$ cat config.mk
export PLATFORM = sky130hd
export DESIGN_NAME = priority_rotating_job_queue_top
export DESIGN_NICKNAME = d
export VERILOG_FILES = /design/src/rtl/prjq_pkg.sv /design/src/rtl/priority_rotating_job_queue_top.sv /design/src/rtl/prjq_ram.sv /design/src/rtl/prjq_ctrl.sv /design/src/rtl/prjq_datapath.sv
export SDC_FILE = /design/constraint.sdc
export NUM_CORES = 2
export LEC_CHECK = 0
export BUFFER_PORTS_ARGS = -buffer_cell sky130_fd_sc_hd__buf_2
export CAP_MARGIN = 20
export CORE_UTILIZATION = 60
export CTS_BUF_LIST = sky130_fd_sc_hd__clkbuf_4
export DETAILED_ROUTE_END_ITERATION = 10
export PLACE_DENSITY = 0.75
export SYNTH_ARGS = -nofsm -noshare
export SYNTH_HDL_FRONTEND = slang
export SYNTH_HIERARCHICAL = 1
export SYNTH_SLANG_ARGS = --single-unit
export TNS_END_PERCENT = 1
$ cat constraint.sdc
create_clock -name i_clk -period 8.3 [get_ports i_clk]
set_input_delay 1.66 -clock i_clk [delete_from_list [all_inputs] [get_ports i_clk]]
set_output_delay 1.66 -clock i_clk [all_outputs]
set_load 0.02 [all_outputs]
$ cat src/rtl/prjq_pkg.sv
// prjq_pkg: shared types and constants of the priority rotating job queue
// used by prjq_ctrl, prjq_datapath and the top level; no dependencies
package prjq_pkg;

    localparam int OP_W        = 2;
    localparam int PRIO_W      = 4;
    localparam int ORD_W       = 8;
    localparam int STAT_W      = 2;
    localparam int SLOT_W      = PRIO_W + ORD_W;
    localparam int IN_TDATA_W  = 8;
    localparam int OUT_TDATA_W = 24;

    localparam logic [OP_W-1:0] OP_ADD   = 2'd0;
    localparam logic [OP_W-1:0] OP_SERVE = 2'd1;
    localparam logic [OP_W-1:0] OP_CLEAR = 2'd2;

    localparam logic [STAT_W-1:0] STAT_OK    = 2'd0;
    localparam logic [STAT_W-1:0] STAT_FULL  = 2'd1;
    localparam logic [STAT_W-1:0] STAT_EMPTY = 2'd2;

    typedef enum logic [1:0] {
        S_IDLE,
        S_SCAN,
        S_ROT,
        S_FINISH
    } t_state;

    typedef struct packed {
        logic in_ready;
        logic load;
        logic scan;
        logic rot_init;
        logic rot;
        logic commit;
    } t_dp_cmd;

    typedef struct packed {
        logic serve_go;
        logic scan_done;
        logic rot_done;
        logic out_free;
    } t_dp_stat;

endpackage

$ cat src/rtl/priority_rotating_job_queue_top.sv
// priority_rotating_job_queue_top: job queue served highest priority first with rotation
// depends on prjq_pkg, prjq_ctrl, prjq_datapath and prjq_ram
//
// Input stream s_axis carries one command item: add a job, serve the best job or clear.
// Output stream m_axis returns exactly one result item per command, in order.
// i_cfg_we/i_cfg_wdata write the target ordinal; write only while the queue is idle.
// Jobs live in a ring of DEPTH slots held in one single-port-read ram.
// Add, clear and no-op go from the idle state to the finish state, where the result
// is written into the output register once that register is free.
// Serve runs a maximum scan over all queued jobs (one ram read per cycle), then
// copies the jobs ahead of the winner to the tail (one ram read and write per
// cycle), and a finish step commits the result. One command is worked on at a time.
// s_axis_tready is high only while the sequencer is idle; a new command is taken
// while the previous result still waits in the output register.
// If m_axis_tready stays low, the finished command waits before commit and the
// queue takes no further commands.
// Reset (synchronous, active low) empties the queue, restarts ordinals and serve
// numbers at zero and clears the target ordinal; no clearing pass is needed.
module priority_rotating_job_queue_top #(
    parameter int DEPTH = 128
) (
    input  logic        i_clk,
    input  logic        i_rst_n,
    input  logic        s_axis_tvalid,
    output logic        s_axis_tready,
    input  logic [7:0]  s_axis_tdata,   // [1:0] opcode, [5:2] job_priority
    output logic        m_axis_tvalid,
    input  logic        m_axis_tready,
    output logic [23:0] m_axis_tdata,   // [1:0] status, [9:2] job_ordinal,
                                        // [17:10] serve_number, [18] is_target
    input  logic        i_cfg_we,
    input  logic [7:0]  i_cfg_wdata
);

    import prjq_pkg::*;

    t_dp_cmd  cmd;
    t_dp_stat stat;

    prjq_ctrl u_ctrl (
        .i_clk      (i_clk),
        .i_rst_n    (i_rst_n),
        .i_in_valid (s_axis_tvalid),
        .i_stat     (stat),
        .o_cmd      (cmd)
    );

    prjq_datapath #(
        .DEPTH (DEPTH)
    ) u_datapath (
        .i_clk       (i_clk),
        .i_rst_n     (i_rst_n),
        .i_cmd       (cmd),
        .o_stat      (stat),
        .i_in_data   (s_axis_tdata),
        .i_cfg_we    (i_cfg_we),
        .i_cfg_wdata (i_cfg_wdata),
        .o_out_valid (m_axis_tvalid),
        .i_out_ready (m_axis_tready),
        .o_out_data  (m_axis_tdata)
    );

    assign s_axis_tready = cmd.in_ready;

endmodule

$ cat src/rtl/prjq_ram.sv
// prjq_ram: generic single write port, single read port ram with registered read
// no dependencies
module prjq_ram #(
    parameter int  WIDTH = 12,
    parameter int  DEPTH = 128,
    localparam int AW    = $clog2(DEPTH)
) (
    input  logic             i_clk,
    input  logic             i_we,
    input  logic [AW-1:0]    i_waddr,
    input  logic [WIDTH-1:0] i_wdata,
    input  logic [AW-1:0]    i_raddr,
    output logic [WIDTH-1:0] o_rdata
);

    logic [WIDTH-1:0] r_mem [DEPTH];
    logic [WIDTH-1:0] r_rdata;

    always_ff @(posedge i_clk) begin
        if (i_we) begin
            r_mem[i_waddr] <= i_wdata;
        end
        r_rdata <= r_mem[i_raddr];
    end

    assign o_rdata = r_rdata;

endmodule

$ cat src/rtl/prjq_ctrl.sv
// prjq_ctrl: sequencer of the job queue (idle, scan, rotate, finish)
// depends on prjq_pkg; drives the datapath by command struct
module prjq_ctrl (
    input  logic               i_clk,
    input  logic               i_rst_n,
    input  logic               i_in_valid,
    input  prjq_pkg::t_dp_stat i_stat,
    output prjq_pkg::t_dp_cmd  o_cmd
);

    import prjq_pkg::*;

    t_state r_state;
    t_state n_state;

    always_ff @(posedge i_clk) begin
        if (!i_rst_n) begin
            r_state <= S_IDLE;
        end else begin
            r_state <= n_state;
        end
    end

    always_comb begin
        n_state = r_state;
        unique case (r_state)
            S_IDLE: begin
                if (i_in_valid) begin
                    n_state = i_stat.serve_go ? S_SCAN : S_FINISH;
                end
            end
            S_SCAN: begin
                if (i_stat.scan_done) begin
                    n_state = S_ROT;
                end
            end
            S_ROT: begin
                if (i_stat.rot_done) begin
                    n_state = S_FINISH;
                end
            end
            S_FINISH: begin
                if (i_stat.out_free) begin
                    n_state = S_IDLE;
                end
            end
            default: n_state = S_IDLE;
        endcase
    end

    always_comb begin
        o_cmd = '0;
        unique case (r_state)
            S_IDLE: begin
                o_cmd.in_ready = 1'b1;
                o_cmd.load     = i_in_valid;
            end
            S_SCAN: begin
                o_cmd.scan     = 1'b1;
                o_cmd.rot_init = i_stat.scan_done;
            end
            S_ROT: begin
                o_cmd.rot = 1'b1;
            end
            S_FINISH: begin
                o_cmd.commit = i_stat.out_free;
            end
            default: o_cmd = '0;
        endcase
    end

endmodule

$ cat src/rtl/prjq_datapath.sv
// prjq_datapath: ring pointers, counters, slot ram, scan and rotate logic, result register
// depends on prjq_pkg and prjq_ram
module prjq_datapath #(
    parameter int  DEPTH = 128,
    localparam int AW    = $clog2(DEPTH),
    localparam int CW    = $clog2(DEPTH + 1)
) (
    input  logic                                i_clk,
    input  logic                                i_rst_n,
    input  prjq_pkg::t_dp_cmd                   i_cmd,
    output prjq_pkg::t_dp_stat                  o_stat,
    input  logic [prjq_pkg::IN_TDATA_W-1:0]     i_in_data,
    input  logic                                i_cfg_we,
    input  logic [prjq_pkg::ORD_W-1:0]          i_cfg_wdata,
    output logic                                o_out_valid,
    input  logic                                i_out_ready,
    output logic [prjq_pkg::OUT_TDATA_W-1:0]    o_out_data
);

    import prjq_pkg::*;

    function automatic logic [AW-1:0] ptr_inc(input logic [AW-1:0] p);
        logic [AW-1:0] q;
        q = (p == AW'(DEPTH - 1)) ? '0 : p + AW'(1);
        return q;
    endfunction

    logic [AW-1:0]     r_head, n_head;
    logic [AW-1:0]     r_tail, n_tail;
    logic [CW-1:0]     r_count, n_count;
    logic [ORD_W-1:0]  r_next_ord, n_next_ord;
    logic [ORD_W-1:0]  r_served, n_served;
    logic [ORD_W-1:0]  r_target, n_target;
    logic              r_out_valid, n_out_valid;
    logic              r_dv, n_dv;

    logic [OP_W-1:0]   r_op, n_op;
    logic [PRIO_W-1:0] r_prio, n_prio;
    logic [CW-1:0]     r_idx, n_idx;
    logic [CW-1:0]     r_dk, n_dk;
    logic [AW-1:0]     r_rd_ptr, n_rd_ptr;
    logic [AW-1:0]     r_wr_ptr, n_wr_ptr;
    logic [CW-1:0]     r_best_idx, n_best_idx;
    logic [PRIO_W-1:0] r_best_prio, n_best_prio;
    logic [ORD_W-1:0]  r_best_ord, n_best_ord;
    logic [OUT_TDATA_W-1:0] r_out_data, n_out_data;

    logic              mem_we;
    logic [AW-1:0]     mem_waddr;
    logic [SLOT_W-1:0] mem_wdata;
    logic [SLOT_W-1:0] mem_rdata;
    logic [PRIO_W-1:0] rd_prio;
    logic [ORD_W-1:0]  rd_ord;
    logic              issue_scan;
    logic              issue_rot;
    logic              full;
    logic              empty;
    logic [ORD_W-1:0]  served_inc;

    prjq_ram #(
        .WIDTH (SLOT_W),
        .DEPTH (DEPTH)
    ) u_slots (
        .i_clk   (i_clk),
        .i_we    (mem_we),
        .i_waddr (mem_waddr),
        .i_wdata (mem_wdata),
        .i_raddr (r_rd_ptr),
        .o_rdata (mem_rdata)
    );

    assign rd_prio    = mem_rdata[PRIO_W-1:0];
    assign rd_ord     = mem_rdata[SLOT_W-1:PRIO_W];
    assign full       = (r_count == CW'(DEPTH));
    assign empty      = (r_count == '0);
    assign issue_scan = i_cmd.scan && (r_idx < r_count);
    assign issue_rot  = i_cmd.rot && (r_idx < r_best_idx);
    assign served_inc = r_served + ORD_W'(1);

    assign o_stat.serve_go  = (i_in_data[OP_W-1:0] == OP_SERVE) && !empty;
    assign o_stat.scan_done = (r_idx == r_count) && !r_dv;
    assign o_stat.rot_done  = (r_idx == r_best_idx) && !r_dv;
    assign o_stat.out_free  = !r_out_valid || i_out_ready;

    always_comb begin
        n_head      = r_head;
        n_tail      = r_tail;
        n_count     = r_count;
        n_next_ord  = r_next_ord;
        n_served    = r_served;
        n_target    = r_target;
        n_out_valid = r_out_valid;
        n_dv        = r_dv;
        n_op        = r_op;
        n_prio      = r_prio;
        n_idx       = r_idx;
        n_dk        = r_dk;
        n_rd_ptr    = r_rd_ptr;
        n_wr_ptr    = r_wr_ptr;
        n_best_idx  = r_best_idx;
        n_best_prio = r_best_prio;
        n_best_ord  = r_best_ord;
        n_out_data  = r_out_data;
        mem_we      = 1'b0;
        mem_waddr   = r_wr_ptr;
        mem_wdata   = mem_rdata;

        if (i_cfg_we) begin
            n_target = i_cfg_wdata;
        end

        if (i_cmd.load) begin
            n_op     = i_in_data[OP_W-1:0];
            n_prio   = i_in_data[OP_W+PRIO_W-1:OP_W];
            n_idx    = '0;
            n_rd_ptr = r_head;
            n_wr_ptr = r_tail;
            n_dv     = 1'b0;
        end

        // max search from the head, earliest wins on ties
        if (i_cmd.scan) begin
            if (issue_scan) begin
                n_rd_ptr = ptr_inc(r_rd_ptr);
                n_idx    = r_idx + CW'(1);
            end
            n_dv = issue_scan;
            n_dk = r_idx;
            if (r_dv && ((r_dk == '0) || (rd_prio > r_best_prio))) begin
                n_best_idx  = r_dk;
                n_best_prio = rd_prio;
                n_best_ord  = rd_ord;
            end
        end

        if (i_cmd.rot_init) begin
            n_idx    = '0;
            n_rd_ptr = r_head;
            n_dv     = 1'b0;
        end

        // copy jobs ahead of the winner to the tail
        if (i_cmd.rot) begin
            if (issue_rot) begin
                n_rd_ptr = ptr_inc(r_rd_ptr);
                n_idx    = r_idx + CW'(1);
            end
            n_dv = issue_rot;
            if (r_dv) begin
                mem_we    = 1'b1;
                mem_waddr = r_wr_ptr;
                mem_wdata = mem_rdata;
                n_wr_ptr  = ptr_inc(r_wr_ptr);
            end
        end

        if (i_cmd.commit) begin
            n_out_valid = 1'b1;
            n_out_data  = '0;
            case (r_op)
                OP_ADD: begin
                    if (full) begin
                        n_out_data[STAT_W-1:0] = STAT_FULL;
                    end else begin
                        mem_we     = 1'b1;
                        mem_waddr  = r_tail;
                        mem_wdata  = {r_next_ord, r_prio};
                        n_out_data[STAT_W+ORD_W-1:STAT_W] = r_next_ord;
                        n_next_ord = r_next_ord + ORD_W'(1);
                        n_tail     = ptr_inc(r_tail);
                        n_count    = r_count + CW'(1);
                    end
                end
                OP_SERVE: begin
                    if (empty) begin
                        n_out_data[STAT_W-1:0] = STAT_EMPTY;
                    end else begin
                        n_out_data[STAT_W+ORD_W-1:STAT_W]           = r_best_ord;
                        n_out_data[STAT_W+2*ORD_W-1:STAT_W+ORD_W]   = served_inc;
                        n_out_data[STAT_W+2*ORD_W]                  = (r_best_ord == r_target);
                        n_served = served_inc;
                        n_head   = ptr_inc(r_rd_ptr);
                        n_tail   = r_wr_ptr;
                        n_count  = r_count - CW'(1);
                    end
                end
                OP_CLEAR: begin
                    n_head     = '0;
                    n_tail     = '0;
                    n_count    = '0;
                    n_next_ord = '0;
                    n_served   = '0;
                end
                default: begin
                    n_out_data = '0;
                end
            endcase
        end else if (i_out_ready) begin
            n_out_valid = 1'b0;
        end
    end

    always_ff @(posedge i_clk) begin
        if (!i_rst_n) begin
            r_head      <= '0;
            r_tail      <= '0;
            r_count     <= '0;
            r_next_ord  <= '0;
            r_served    <= '0;
            r_target    <= '0;
            r_out_valid <= 1'b0;
            r_dv        <= 1'b0;
        end else begin
            r_head      <= n_head;
            r_tail      <= n_tail;
            r_count     <= n_count;
            r_next_ord  <= n_next_ord;
            r_served    <= n_served;
            r_target    <= n_target;
            r_out_valid <= n_out_valid;
            r_dv        <= n_dv;
        end
    end

    always_ff @(posedge i_clk) begin
        r_op        <= n_op;
        r_prio      <= n_prio;
        r_idx       <= n_idx;
        r_dk        <= n_dk;
        r_rd_ptr    <= n_rd_ptr;
        r_wr_ptr    <= n_wr_ptr;
        r_best_idx  <= n_best_idx;
        r_best_prio <= n_best_prio;
        r_best_ord  <= n_best_ord;
        r_out_data  <= n_out_data;
    end

    assign o_out_valid = r_out_valid;
    assign o_out_data  = r_out_data;

endmodule
==> impl_metrics.csv <==
group,metric,value,unit
placement,gp_congestion,0.847,
drt,drc,0,
layout,instances_no_fill,5184,
global_routing,overflow,0,
sta,post-route-period-util,61.8,%
critical_path,worst-path-max-fanout,22,
power_and_ir_drop,p_leak,23.7,nW
logic_synthesis,synth_edf_count,1589,
critical_path,worstSetupEndpointType,"flip-flop",
floorplan,die-area,111000,um2
logic_synthesis,netlist_area,65800,um2
drt,ant_nets,0,
sta,fin_skew,119,ps
clocking,clk_path_buf_depth,4,
sta,hold_ws,433,ps
layout,fill_cells,6687,
critical_path,worstSetupStartpointType,"flip-flop",
sta,period_needed,5130,ps
layout,multi_input_area,15600,um2
sta,slew_violations,0,
critical_path,reg2reg_from,"u_datapath/r_count[3]",
layout,register_area,49400,um2
clocking,root_buffer,"clkbuf_4",
power_and_ir_drop,powerDensity,342,nW/um2
drt,via_per_inst,6.45,
global_routing,grt_pass1_wl,217000,um
critical_path,worstPathArrival,5870,ps
layout,finish.utilization,67.5,%
clocking,htree_levels,5,
drt,wl,150000,um
global_routing,met3_usage,6.88,%
sta,worst_pin_slew,1180,ps
clocking,hold_buffers,0,
global_routing,antenna_found_initial,2,
floorplan,die_w,333,um
drt,detailedRoute.firstPassIterationCount,6,
floorplan,initial_core_util,60.5,%
placement,postPlaceCellArea,67500,um2
floorplan,die_h,333,um
critical_path,r2r_cells,8,
layout,postLayoutCellArea,73400,um2
sta,setup_violations,0,
critical_path,r2r_end,"u_datapath/u_slots/r_mem[118][5]",
worst_hold_path,hp-class,"reg -> reg",
layout,mostFrequentLayoutCell,"edfxtp_1",
drt,detail_route.iter0.violations,3938,
global_routing,grt_max_degree,143,
logic_synthesis,synth_warnings,6,
global_routing,grt_pass1_vias,33584,
worst_hold_path,whs_path_depth,0,
sta,slew-limit-headroom,20.7,%
clocking,clock_latency,1220,ps
global_routing,busiest_layer,"met2",
logic_synthesis,syn_avg_cell_area,21.7,um2
layout,num-nets-final,3519,
clocking,cts_resized,0,
worst_hold_path,hp-start,"u_datapath/u_slots/o_rdata[5]",
critical_path,path_class,"reg -> reg",
sta,max_freq,195,MHz
logic_synthesis,synthArstFlopShare,0,%
sta,grt_setup_unrepaired,"no",
critical_path,critPathRequiredTime,9040,ps
logic_synthesis,syn_inst,3031,
global_routing,globalRouteTotalUtil,27.2,%
sta,fin_setup_tns,0,ps
logic_synthesis,ys.flop_type,"edfxtp_1",
drt,vias,33455,
floorplan,ioPinCount,47,
clocking,cts_tree,"yes",
placement,dp.cells,4377,
worst_hold_path,whs_endpoint,"u_datapath/r_best_ord[1]",
clocking,cts_buffers,406,
layout,mostFrequentLayoutCells,"edfxtp_1, clkbuf_4, mux4_2",
run_status,status,"finished clean",
clocking,cts_sinks,1673,
flow_run,maxCapViolCount,0,
floorplan,core.rowCount,121,
logic_synthesis,synth_cell_types,75,
clocking,cts_setup_buffers,0,
global_routing,use_met2,42.0,%
clocking,clk_pin_slew_worst_paths,80,ps
placement,hpwl,87500,um
floorplan,core-area,109000,um2
logic_synthesis,seq_area_frac_synth,75.0,%
critical_path,r2r_slack,3170,ps
placement,io_buffer_count,39,
drt,wl_per_cell,28.8,um
power_and_ir_drop,ir_drop,0.000322,V
global_routing,use_met1,38.3,%
layout,area_growth,11.5,%
layout,drive_above_1_share,36.3,%
logic_synthesis,ys_ff_latch,1673,
sta,hold_viol,0,
## logic make-up after synthesis
logic type / after synthesis / synth area share (%)
buffers and inverters: 197 / 1.42
flip-flops: 1673 / 75.0
multiplexers: 554 / 18.2
XOR/XNOR: 24 / 0.319
other: 1 / 0.00570
AO/OA/AOI/OAI: 145 / 1.48
AND/OR/NAND/NOR: 396 / 2.81
adder cells (fa/ha/maj): 41 / 0.790
## cells in the mapped netlist (17+ instances only)
cell type  instances  area share [%]
mux2_4            17            0.39
inv_1             32            0.18
nand2b_1          18            0.17
ha_1              40            0.76
nand2_1           47            0.27
clkbuf_1          86            0.49
mux2i_1           18            0.27
buf_4             17            0.19
o21ai_0           19            0.14
a21oi_1           52            0.40
mux4_2           504              17
nor2_1           196             1.1
buf_2             36            0.27
edfxtp_1        1589              72
dfxtp_1           84             2.6
nor3_1            26            0.20
nand3_1           34            0.26
## registers in the layout, summed over array words and instances, names as in the netlist
signal	cells
u_ctrl/r_state	2
u_datapath/o_out_data	19
u_datapath/o_out_valid	1
u_datapath/r_best_idx	8
u_datapath/r_best_ord	8
u_datapath/r_best_prio	4
u_datapath/r_count	8
u_datapath/r_dk	8
u_datapath/r_dv	1
u_datapath/r_head	7
u_datapath/r_idx	8
u_datapath/r_next_ord	8
u_datapath/r_op	2
u_datapath/r_prio	4
u_datapath/r_rd_ptr	7
u_datapath/r_served	8
u_datapath/r_tail	7
u_datapath/r_target	8
u_datapath/r_wr_ptr	7
u_datapath/u_slots/o_rdata	12
u_datapath/u_slots/r_mem	1536
## worst max-delay path by stage
stage               slack [ps]                          endpoint  depth (start not counted)                   from
floorplan                 3380  u_datapath/u_slots/r_mem[102][0]                          9          m_axis_tready
global placement          2370  u_datapath/u_slots/r_mem[46][10]                          8          m_axis_tready
detailed placement        2150  u_datapath/u_slots/r_mem[46][10]                          8          m_axis_tready
CTS                       3160   u_datapath/u_slots/r_mem[46][6]                          8  u_datapath/r_count[3]
global route              3090  u_datapath/u_slots/r_mem[118][5]                          8  u_datapath/r_count[3]
finish                    3170  u_datapath/u_slots/r_mem[118][5]                          8  u_datapath/r_count[3]
## power breakdown
| part | internal, W | leakage (nW) | switching [W] |
|---|---|---|---|
| Combinational | 0.00305 | 5.70 | 0.00462 |
| Sequential | 0.0107 | 15.0 | 0.000276 |
| Clock | 0.00338 | 3.00 | 0.00314 |
## layer usage
layer	share of wire (%)	vias up	wire, um
li1	-	13812	-
met5	0.062	-	92
met1	38	17373	57200
met3	10	242	15500
met2	49	2024	73000
met4	2.5	4	3710
## per-stage QoR
| step | worst slack [ps] | power, W |
|---|---|---|
| final | 3170 | 0.0251 |
| after global routing | 3090 | 0.0260 |
| after CTS | 3160 | 0.0253 |
| after detailed placement | 2150 | 0.0188 |
| after global placement | 2370 | 0.0185 |
| after floorplan | 3380 | 0.0159 |
## critical path: stages, from the launching register on
cell and delay, ps:
dfxtp_1 340, or4_4 560, or2_4 290, o21a_1 330, nand2_8 290, mux2_4 470
nor2b_1 310, nand3_2 820, nor2_1 1190
## cell type report
class	instances	area share (%)
Sequential cell	1673	67.3
Multi-Input combinational cell	1165	21.2
Clock buffer	588	6.01
Tap cell	1414	2.41
Timing Repair Buffer	177	2.01
Clock inverter	131	0.889
Inverter	34	0.174
Antenna cell	2	0.00681
No activity file was read; power rests on OpenSTA's default activity.
